$ cat src/sv/tlpt_pkg.sv
// Package with types, constants and codes of the two-level page table engine.
`timescale 1ns / 1ps
package tlpt_pkg;

  localparam int DIR_ENTRIES   = 768;
  localparam int TABLE_ENTRIES = 1024;
  localparam int TABLE_POOL    = 16;

  localparam int DIR_W   = (DIR_ENTRIES > 1) ? $clog2(DIR_ENTRIES) : 1;
  localparam int TSLOT_W = $clog2(TABLE_ENTRIES);
  localparam int POOL_W  = (TABLE_POOL > 1) ? $clog2(TABLE_POOL) : 1;
  localparam int CNT_W   = $clog2(TABLE_POOL + 1);
  localparam int STORE_W = POOL_W + TSLOT_W;
  localparam int ENTRY_W = 22;
  localparam int PAGE_W  = 20;
  localparam int FRAME_W = 20;
  localparam int WORD_W  = 32;
  localparam int DADDR_W = PAGE_W - TSLOT_W;

  typedef enum logic [2:0] {
    CMD_SET     = 3'd0,
    CMD_GET     = 3'd1,
    CMD_CLEAR   = 3'd2,
    CMD_FIRST   = 3'd3,
    CMD_NEXT    = 3'd4,
    CMD_DESTROY = 3'd5
  } cmd_e;

  typedef enum logic [3:0] {
    ST_IDLE,
    ST_DIR_RD,
    ST_DIR_CHK,
    ST_ZERO,
    ST_WRITE,
    ST_ENT_RD,
    ST_ENT_CHK,
    ST_SCAN_DIR,
    ST_SCAN_DCHK,
    ST_SCAN_ENT,
    ST_SCAN_ECHK,
    ST_WIPE,
    ST_OUT,
    ST_INIT
  } state_e;

  // Controller to datapath commands.
  typedef struct packed {
    logic load;        // capture the input beat
    logic dir_rd;      // read directory at current slot
    logic alloc;       // write directory entry with new pool index
    logic zero_wr;     // write zero at zero counter, advance
    logic ent_wr;      // write the set entry
    logic ent_clr;     // clear the addressed entry
    logic ent_rd;      // read store at current entry
    logic scan_start;  // start scan from captured page (+1 for next)
    logic scan_first;  // start scan from zero
    logic scan_nslot;  // advance scan to next directory slot
    logic scan_nent;   // advance scan to next entry
    logic wipe_wr;     // clear directory at wipe counter, advance
    logic wipe_start;
    logic res_clr;     // clear result
    logic res_set;     // result for set
    logic res_get;     // result from read entry (get)
    logic res_scan;    // result from read entry (scan)
    logic out_valid;
  } ctl_t;

  // Datapath to controller status.
  typedef struct packed {
    cmd_e cmd;
    logic in_range;
    logic dir_valid;
    logic pool_full;
    logic zero_last;
    logic ent_nz;
    logic scan_dir_end;   // scan slot beyond directory
    logic scan_ent_last;  // scan entry at last slot of table
    logic wipe_last;
    logic out_taken;
  } sts_t;

  function automatic logic [WORD_W-1:0] word_of(input logic [ENTRY_W-1:0] e);
    word_of = {e[ENTRY_W-1:2], 9'd0, e[0], e[1], e[0]};
  endfunction

endpackage

$ cat src/sv/tlpt_ctrl.sv
// Controller state machine of the page table engine.
`timescale 1ns / 1ps
module tlpt_ctrl
  import tlpt_pkg::*;
(
  input  logic clk_i,
  input  logic rst_ni,
  input  logic in_valid_i,
  output logic in_ready_o,
  input  sts_t sts_i,
  output ctl_t ctl_o
);

  state_e state_q, state_d;

  // State register.
  always_ff @(posedge clk_i or negedge rst_ni) begin
    if (!rst_ni) begin
      state_q <= ST_INIT;
    end else begin
      state_q <= state_d;
    end
  end

  // Next state and commands.
  always_comb begin
    state_d    = state_q;
    ctl_o      = '0;
    in_ready_o = 1'b0;
    case (state_q)
      ST_INIT: begin
        ctl_o.wipe_wr = 1'b1;
        if (sts_i.wipe_last) state_d = ST_IDLE;
      end
      ST_IDLE: begin
        in_ready_o = 1'b1;
        if (in_valid_i) begin
          ctl_o.load = 1'b1;
          state_d    = ST_DIR_RD;
        end
      end
      ST_DIR_RD: begin
        ctl_o.res_clr = 1'b1;
        case (sts_i.cmd)
          CMD_SET, CMD_GET, CMD_CLEAR: begin
            ctl_o.dir_rd = 1'b1;
            state_d      = ST_DIR_CHK;
          end
          CMD_FIRST: begin
            ctl_o.scan_first = 1'b1;
            state_d          = ST_SCAN_DIR;
          end
          CMD_NEXT: begin
            ctl_o.scan_start = 1'b1;
            state_d          = ST_SCAN_DIR;
          end
          CMD_DESTROY: begin
            ctl_o.wipe_start = 1'b1;
            state_d          = ST_WIPE;
          end
          default: state_d = ST_OUT;
        endcase
      end
      ST_DIR_CHK: begin
        if (!sts_i.in_range) begin
          state_d = ST_OUT;
        end else if (sts_i.cmd == CMD_SET) begin
          if (sts_i.dir_valid) begin
            state_d = ST_WRITE;
          end else if (sts_i.pool_full) begin
            state_d = ST_OUT;
          end else begin
            ctl_o.alloc = 1'b1;
            state_d     = ST_ZERO;
          end
        end else if (!sts_i.dir_valid) begin
          state_d = ST_OUT;
        end else if (sts_i.cmd == CMD_CLEAR) begin
          ctl_o.ent_clr = 1'b1;
          state_d       = ST_OUT;
        end else begin
          ctl_o.ent_rd = 1'b1;
          state_d      = ST_ENT_CHK;
        end
      end
      ST_ZERO: begin
        ctl_o.zero_wr = 1'b1;
        if (sts_i.zero_last) state_d = ST_WRITE;
      end
      ST_WRITE: begin
        ctl_o.ent_wr  = 1'b1;
        ctl_o.res_set = 1'b1;
        state_d       = ST_OUT;
      end
      ST_ENT_CHK: begin
        ctl_o.res_get = 1'b1;
        state_d       = ST_OUT;
      end
      ST_SCAN_DIR: begin
        if (sts_i.scan_dir_end) begin
          state_d = ST_OUT;
        end else begin
          ctl_o.dir_rd = 1'b1;
          state_d      = ST_SCAN_DCHK;
        end
      end
      ST_SCAN_DCHK: begin
        if (sts_i.dir_valid) begin
          ctl_o.ent_rd = 1'b1;
          state_d      = ST_SCAN_ECHK;
        end else begin
          ctl_o.scan_nslot = 1'b1;
          state_d          = ST_SCAN_DIR;
        end
      end
      ST_SCAN_ENT: begin
        ctl_o.ent_rd = 1'b1;
        state_d      = ST_SCAN_ECHK;
      end
      ST_SCAN_ECHK: begin
        if (sts_i.ent_nz) begin
          ctl_o.res_scan = 1'b1;
          state_d        = ST_OUT;
        end else if (sts_i.scan_ent_last) begin
          ctl_o.scan_nslot = 1'b1;
          state_d          = ST_SCAN_DIR;
        end else begin
          ctl_o.scan_nent = 1'b1;
          state_d         = ST_SCAN_ENT;
        end
      end
      ST_WIPE: begin
        ctl_o.wipe_wr = 1'b1;
        if (sts_i.wipe_last) state_d = ST_OUT;
      end
      ST_OUT: begin
        ctl_o.out_valid = 1'b1;
        if (sts_i.out_taken) state_d = ST_IDLE;
      end
      default: state_d = ST_IDLE;
    endcase
  end

  assert property (@(posedge clk_i) disable iff (!rst_ni)
    (state_q == ST_ZERO && sts_i.zero_last) |=> state_q == ST_WRITE)
    else $error("zero pass did not end in entry write");
  assert property (@(posedge clk_i) disable iff (!rst_ni)
    in_ready_o |-> !ctl_o.out_valid)
    else $error("input taken while a result is pending");
  assert property (@(posedge clk_i) disable iff (!rst_ni)
    (state_q == ST_OUT && !sts_i.out_taken) |=> state_q == ST_OUT)
    else $error("result dropped under stall");

endmodule

$ cat config.mk
export PLATFORM = sky130hd
export DESIGN_NAME = tlpt_ctrl
export DESIGN_NICKNAME = d
export VERILOG_FILES = /design/src/sv/tlpt_pkg.sv /design/src/sv/tlpt_ctrl.sv
export SDC_FILE = /design/constraint.sdc
export NUM_CORES = 1
export LEC_CHECK = 0
export ABC_AREA = 1
export BUFFER_PORTS_ARGS = -buffer_cell sky130_fd_sc_hd__clkbuf_2
export CAP_MARGIN = 20
export CORE_UTILIZATION = 30
export CTS_CLUSTER_SIZE = 16
export DETAILED_ROUTE_END_ITERATION = 12
export GPL_TIMING_DRIVEN = 0
export PLACE_DENSITY = 0.61
export SKIP_CTS_REPAIR_TIMING = 1
export SLEW_MARGIN = 20
export SYNTH_ARGS = -nofsm -noshare
export SYNTH_HDL_FRONTEND = slang
export SYNTH_SLANG_ARGS = --single-unit
$ cat constraint.sdc
create_clock -name clk_i -period 1.7 [get_ports clk_i]
set_input_delay 0.17 -clock clk_i [delete_from_list [all_inputs] [get_ports clk_i]]
set_output_delay 0.17 -clock clk_i [all_outputs]
set_load 0.02 [all_outputs]
=== After elaboration in Yosys (flattened, before gate mapping) ===
Index checks and enable logic that the tools add are counted.

* Register bits: 4
* Output and inout port bits: 19
* Logic and storage cells: 84

* Equal/unequal tests: 22
* Muxes and demuxes: 54
* Reduce and logical (&&, ||, !) cells: 7

{| class="wikitable"
|+ Operators by type and width
! cell !! number
|-
| $mux W4 || 14
|-
| $pmux W4 S12 || 1
|-
| $mux W1 || 28
|-
| $eq A4 B4 Y1 const B || 6
|-
| $eq A4 B3 Y1 const B || 3
|-
| $mux W2 || 6
|-
| $pmux W4 S3 || 1
|-
| $ne A2 B2 Y1 const B || 5
|-
| $eq A4 B2 Y1 const B || 2
|-
| $eq A3 B2 Y1 const B || 2
|-
| $eq A3 B3 Y1 const B || 2
|-
| $reduce_or A2 Y1 || 3
|-
| $reduce_and A5 Y1 || 1
|-
| $eq A4 B1 Y1 const B || 1
|-
| $logic_not A4 Y1 || 1
|-
| $pmux W1 S2 || 2
|-
| $eq A3 B1 Y1 const B || 1
|-
| $logic_not A3 Y1 || 1
|-
| $mux W3 || 1
|-
| $pmux W1 S3 || 1
|-
| $reduce_or A3 Y1 || 1
|}

=== Depth between registers and ports, before layout ===
* Depth in word-level cells: 6
* Depth in mapped cells: 10
* Depth with buffers taken out: 9

=== Worst setup path after synthesis ===
OpenSTA, ideal clock, no wires.

* Path kind: register to output
* Start point: register state_q[0]
* End point: output port ctl_o[5] (netlist bit)
* Arrival time: 1.516 ns
* Required time: 1.530 ns
* Setup slack: 0.014 ns
* Cell stages (with the launch flop): 6
* Path through: dfstp_2 > buf_6 > inv_2 > nor2_1 > nand2_1 > nor4_1

{| class="wikitable"
|+ RTL lines
! item !! RTL line !! RTL
|-
| start, declared || tlpt_ctrl.sv:14 || <nowiki>state_e state_q, state_d;</nowiki>
|-
| start signal, assigned || tlpt_ctrl.sv:21 || <nowiki>state_q <= state_d;</nowiki>
|-
| end, declared || tlpt_ctrl.sv:11 || <nowiki>output ctl_t ctl_o</nowiki>
|}

==> out/results.txt <==
RePlAce Congestion - 0.857
Synthesized area - 731 µm²
Seq pwr share - 15.1%
Final Skew - 0.192 ps
Switching portion of total power - 56.3%
Crit path time final - 1650 ps
Slew HR - 84.0%
Synth Flop Type - dfstp_2
Die X - 51.4 µm
Worst Hold Class - input port to register
Crit. End Element - output port
Clock Sinks - 4
Die area - 2640 µm²
NetSw - 0.884 mW
Fraction of layout cells with a size suffix above 1 - 43.9%
Top cell type's share of synthesized area - 19.5%
Global Route Usage Sum - 17.4%
Starting Density - 32.4%
Placed cells - 194
Post-route antenna net violation count - 0
Final nets - 189
Netlist cell types - 24
Syn nets - 148
Seq cells post-synth - 4
Wire length per cell - 10.6 µm
Core Region - 2250 µm²
Row count - 17
Buffers added on ports - 33
Drt drc - 0
CTS tree - yes
Crit path arrival time - 1480 ps
Crit path required time - 1530 ps
Synth top cells by count - nand2_1, nor2_1, inv_1
Num CTS Buffers - 3
Via/cell ratio - 4.68
Clock network power share - 8.4%
Worst setup SP type - register
Worst Max-Slew Pin Slew - 239 ps
Number of global-route vias before repair - 867
Cell taking the most area after synthesis - nand2_1
RSZ-0062 raised after global routing - yes
Power per cell area - 1470 nW/µm²
Vias - 940
Sequential area share after synthesis - 14.2%
DIE HEIGHT - 51.4 µm
Final hold violations - 0
Critical path class - register to output port
First-pass GRT wire length - 3500 µm
Synth Area per Inst - 5.49 µm²
Largest net degree at the start of global routing - 10
Number of flops mapped to enable cells by yosys - 0
FF-to-FF path depth - 8
Largest registers - state_q x4
Wirelength, routed - 2140 µm
CTS root buf - clkbuf_4
Tcrit/Tclk final - 97.1%
Crit path max fanout - 7
Syn. warnings - 0
Static Leak - 0.608 nW
Hold WS - 225 ps
DR iter-0 viols - 12
MaxCap Viol Count - 0
Setup-failing EPs final - 0
Pre-Repair DR Iteration Count - 4
Non-filler cells, final - 201
Outcome - finished clean
Pre-CTS setup slack - 193 ps
Initial antenna violation count - 0
Clock Latency Late Sink - 240 ps
Count of mapped cells out of synthesis - 133
Setup ws final - 49.3 ps
Leading cell types by total area after synthesis - nand2_1, nor2_1, dfstp_2
Clock slew at reported path FFs - 40 ps
Count leader, synth - nand2_1
Clock Tree Buf Depth - 2
Congestion Overflow GR - 0
Pint - 0.686 mW
Gate power share - 76.5%
Worst hold stages - 4
Peak VDD IR - 0.000660 V
Post-synth ARST share - 100%
N_diodes - 0
Area growth syn-to-layout - 46.1%
DP HPWL - 1720 µm
Slew Viols, Final - 0
Max Fclk - 0.606 GHz
H-tree depth - 1
Reg with most FFs - state_q
Max FFs per register - 4
Number of I/O pins - 34
[per-stage QoR]
stage / utilization [%] / total power, mW / setup TNS, ps / area, µm²
after global routing: 47.3 / 1.72 / -39.3 / 1070
after CTS: 42.5 / 1.42 / -155 / 957
after global placement: 41.3 / 1.28 / 0 / 931
after floorplan: - / 1.03 / 0 / 731
final: 47.3 / 1.57 / 0 / 1070
after detailed placement: 41.3 / 1.28 / 0 / 931
[power groups by stage]
stage	Clock (mW)	Combinational (mW)	Sequential [mW]
final	0.132	1.20	0.237
after global routing	0.143	1.33	0.242
after CTS	0.134	1.07	0.218
after detailed placement	0	1.06	0.219
after global placement	0	1.06	0.216
after floorplan	0	0.821	0.207
[cell families after synthesis]
| group | Yosys count | share of synthesized area [%] |
|---|---|---|
| AOI/OAI and AO/OA | 11 | 8.39 |
| buffers and inverters | 21 | 13.4 |
| DFF | 4 | 14.2 |
| and+or+nand+nor | 97 | 64.0 |
[final timing paths]
kind / startpoint / to / slack, ps
max reg2reg: state_q[0]$_DFFE_PN1P_ / state_q[1]$_DFFE_PN0P_ / 290
min in group asynchronous: rst_ni / state_q[1]$_DFFE_PN0P_ / 270
max in group asynchronous: rst_ni / state_q[3]$_DFFE_PN1P_ / 1220
min reg2reg: state_q[3]$_DFFE_PN1P_ / state_q[3]$_DFFE_PN1P_ / 540
min: sts_i[1] / state_q[2]$_DFFE_PN1P_ / 220
max: state_q[0]$_DFFE_PN1P_ / ctl_o[5] / 50
[placed cells by master, fill, tap and decap left out, types with 4 or more instances in the layout]
master	instances
nor2_4	4
nand2_1	33
inv_1	14
nor2_2	5
nand2_2	5
o21ai_0	5
nand3_1	8
buf_4	8
clkbuf_2	25
nand2_4	4
nor2_1	25
[worst max-delay path, stage by stage (launching register included)]
cell and delay, ps:
dfstp_2 520, buf_6 130, inv_2 60, nor2_4 90
nand2_2 110, nor4_2 140, buf_2 200
[per-layer routing]
layer	share of wire (%)	track usage, %	wire, µm	up-vias
li1	-	-	-	499
met1	46	22.6	978	409
met2	49	29.6	1040	32
met3	5.6	4.76	120	0
met4	0	1.35	0	0
met5	0	0	0	-
[area by class of cell]
| cell class | instances | area, µm² |
|---|---|---|
| Sequential cell | 4 | 105 |
| Buffer | 3 | 30.0 |
| Fill cell | 260 | 1190 |
| Tap cell | 28 | 35.0 |
| Clock buffer | 4 | 26.3 |
| Inverter | 18 | 70.1 |
| Timing Repair Buffer | 36 | 209 |
| Multi-Input combinational cell | 108 | 592 |
(Power assumes the default switching activity.)
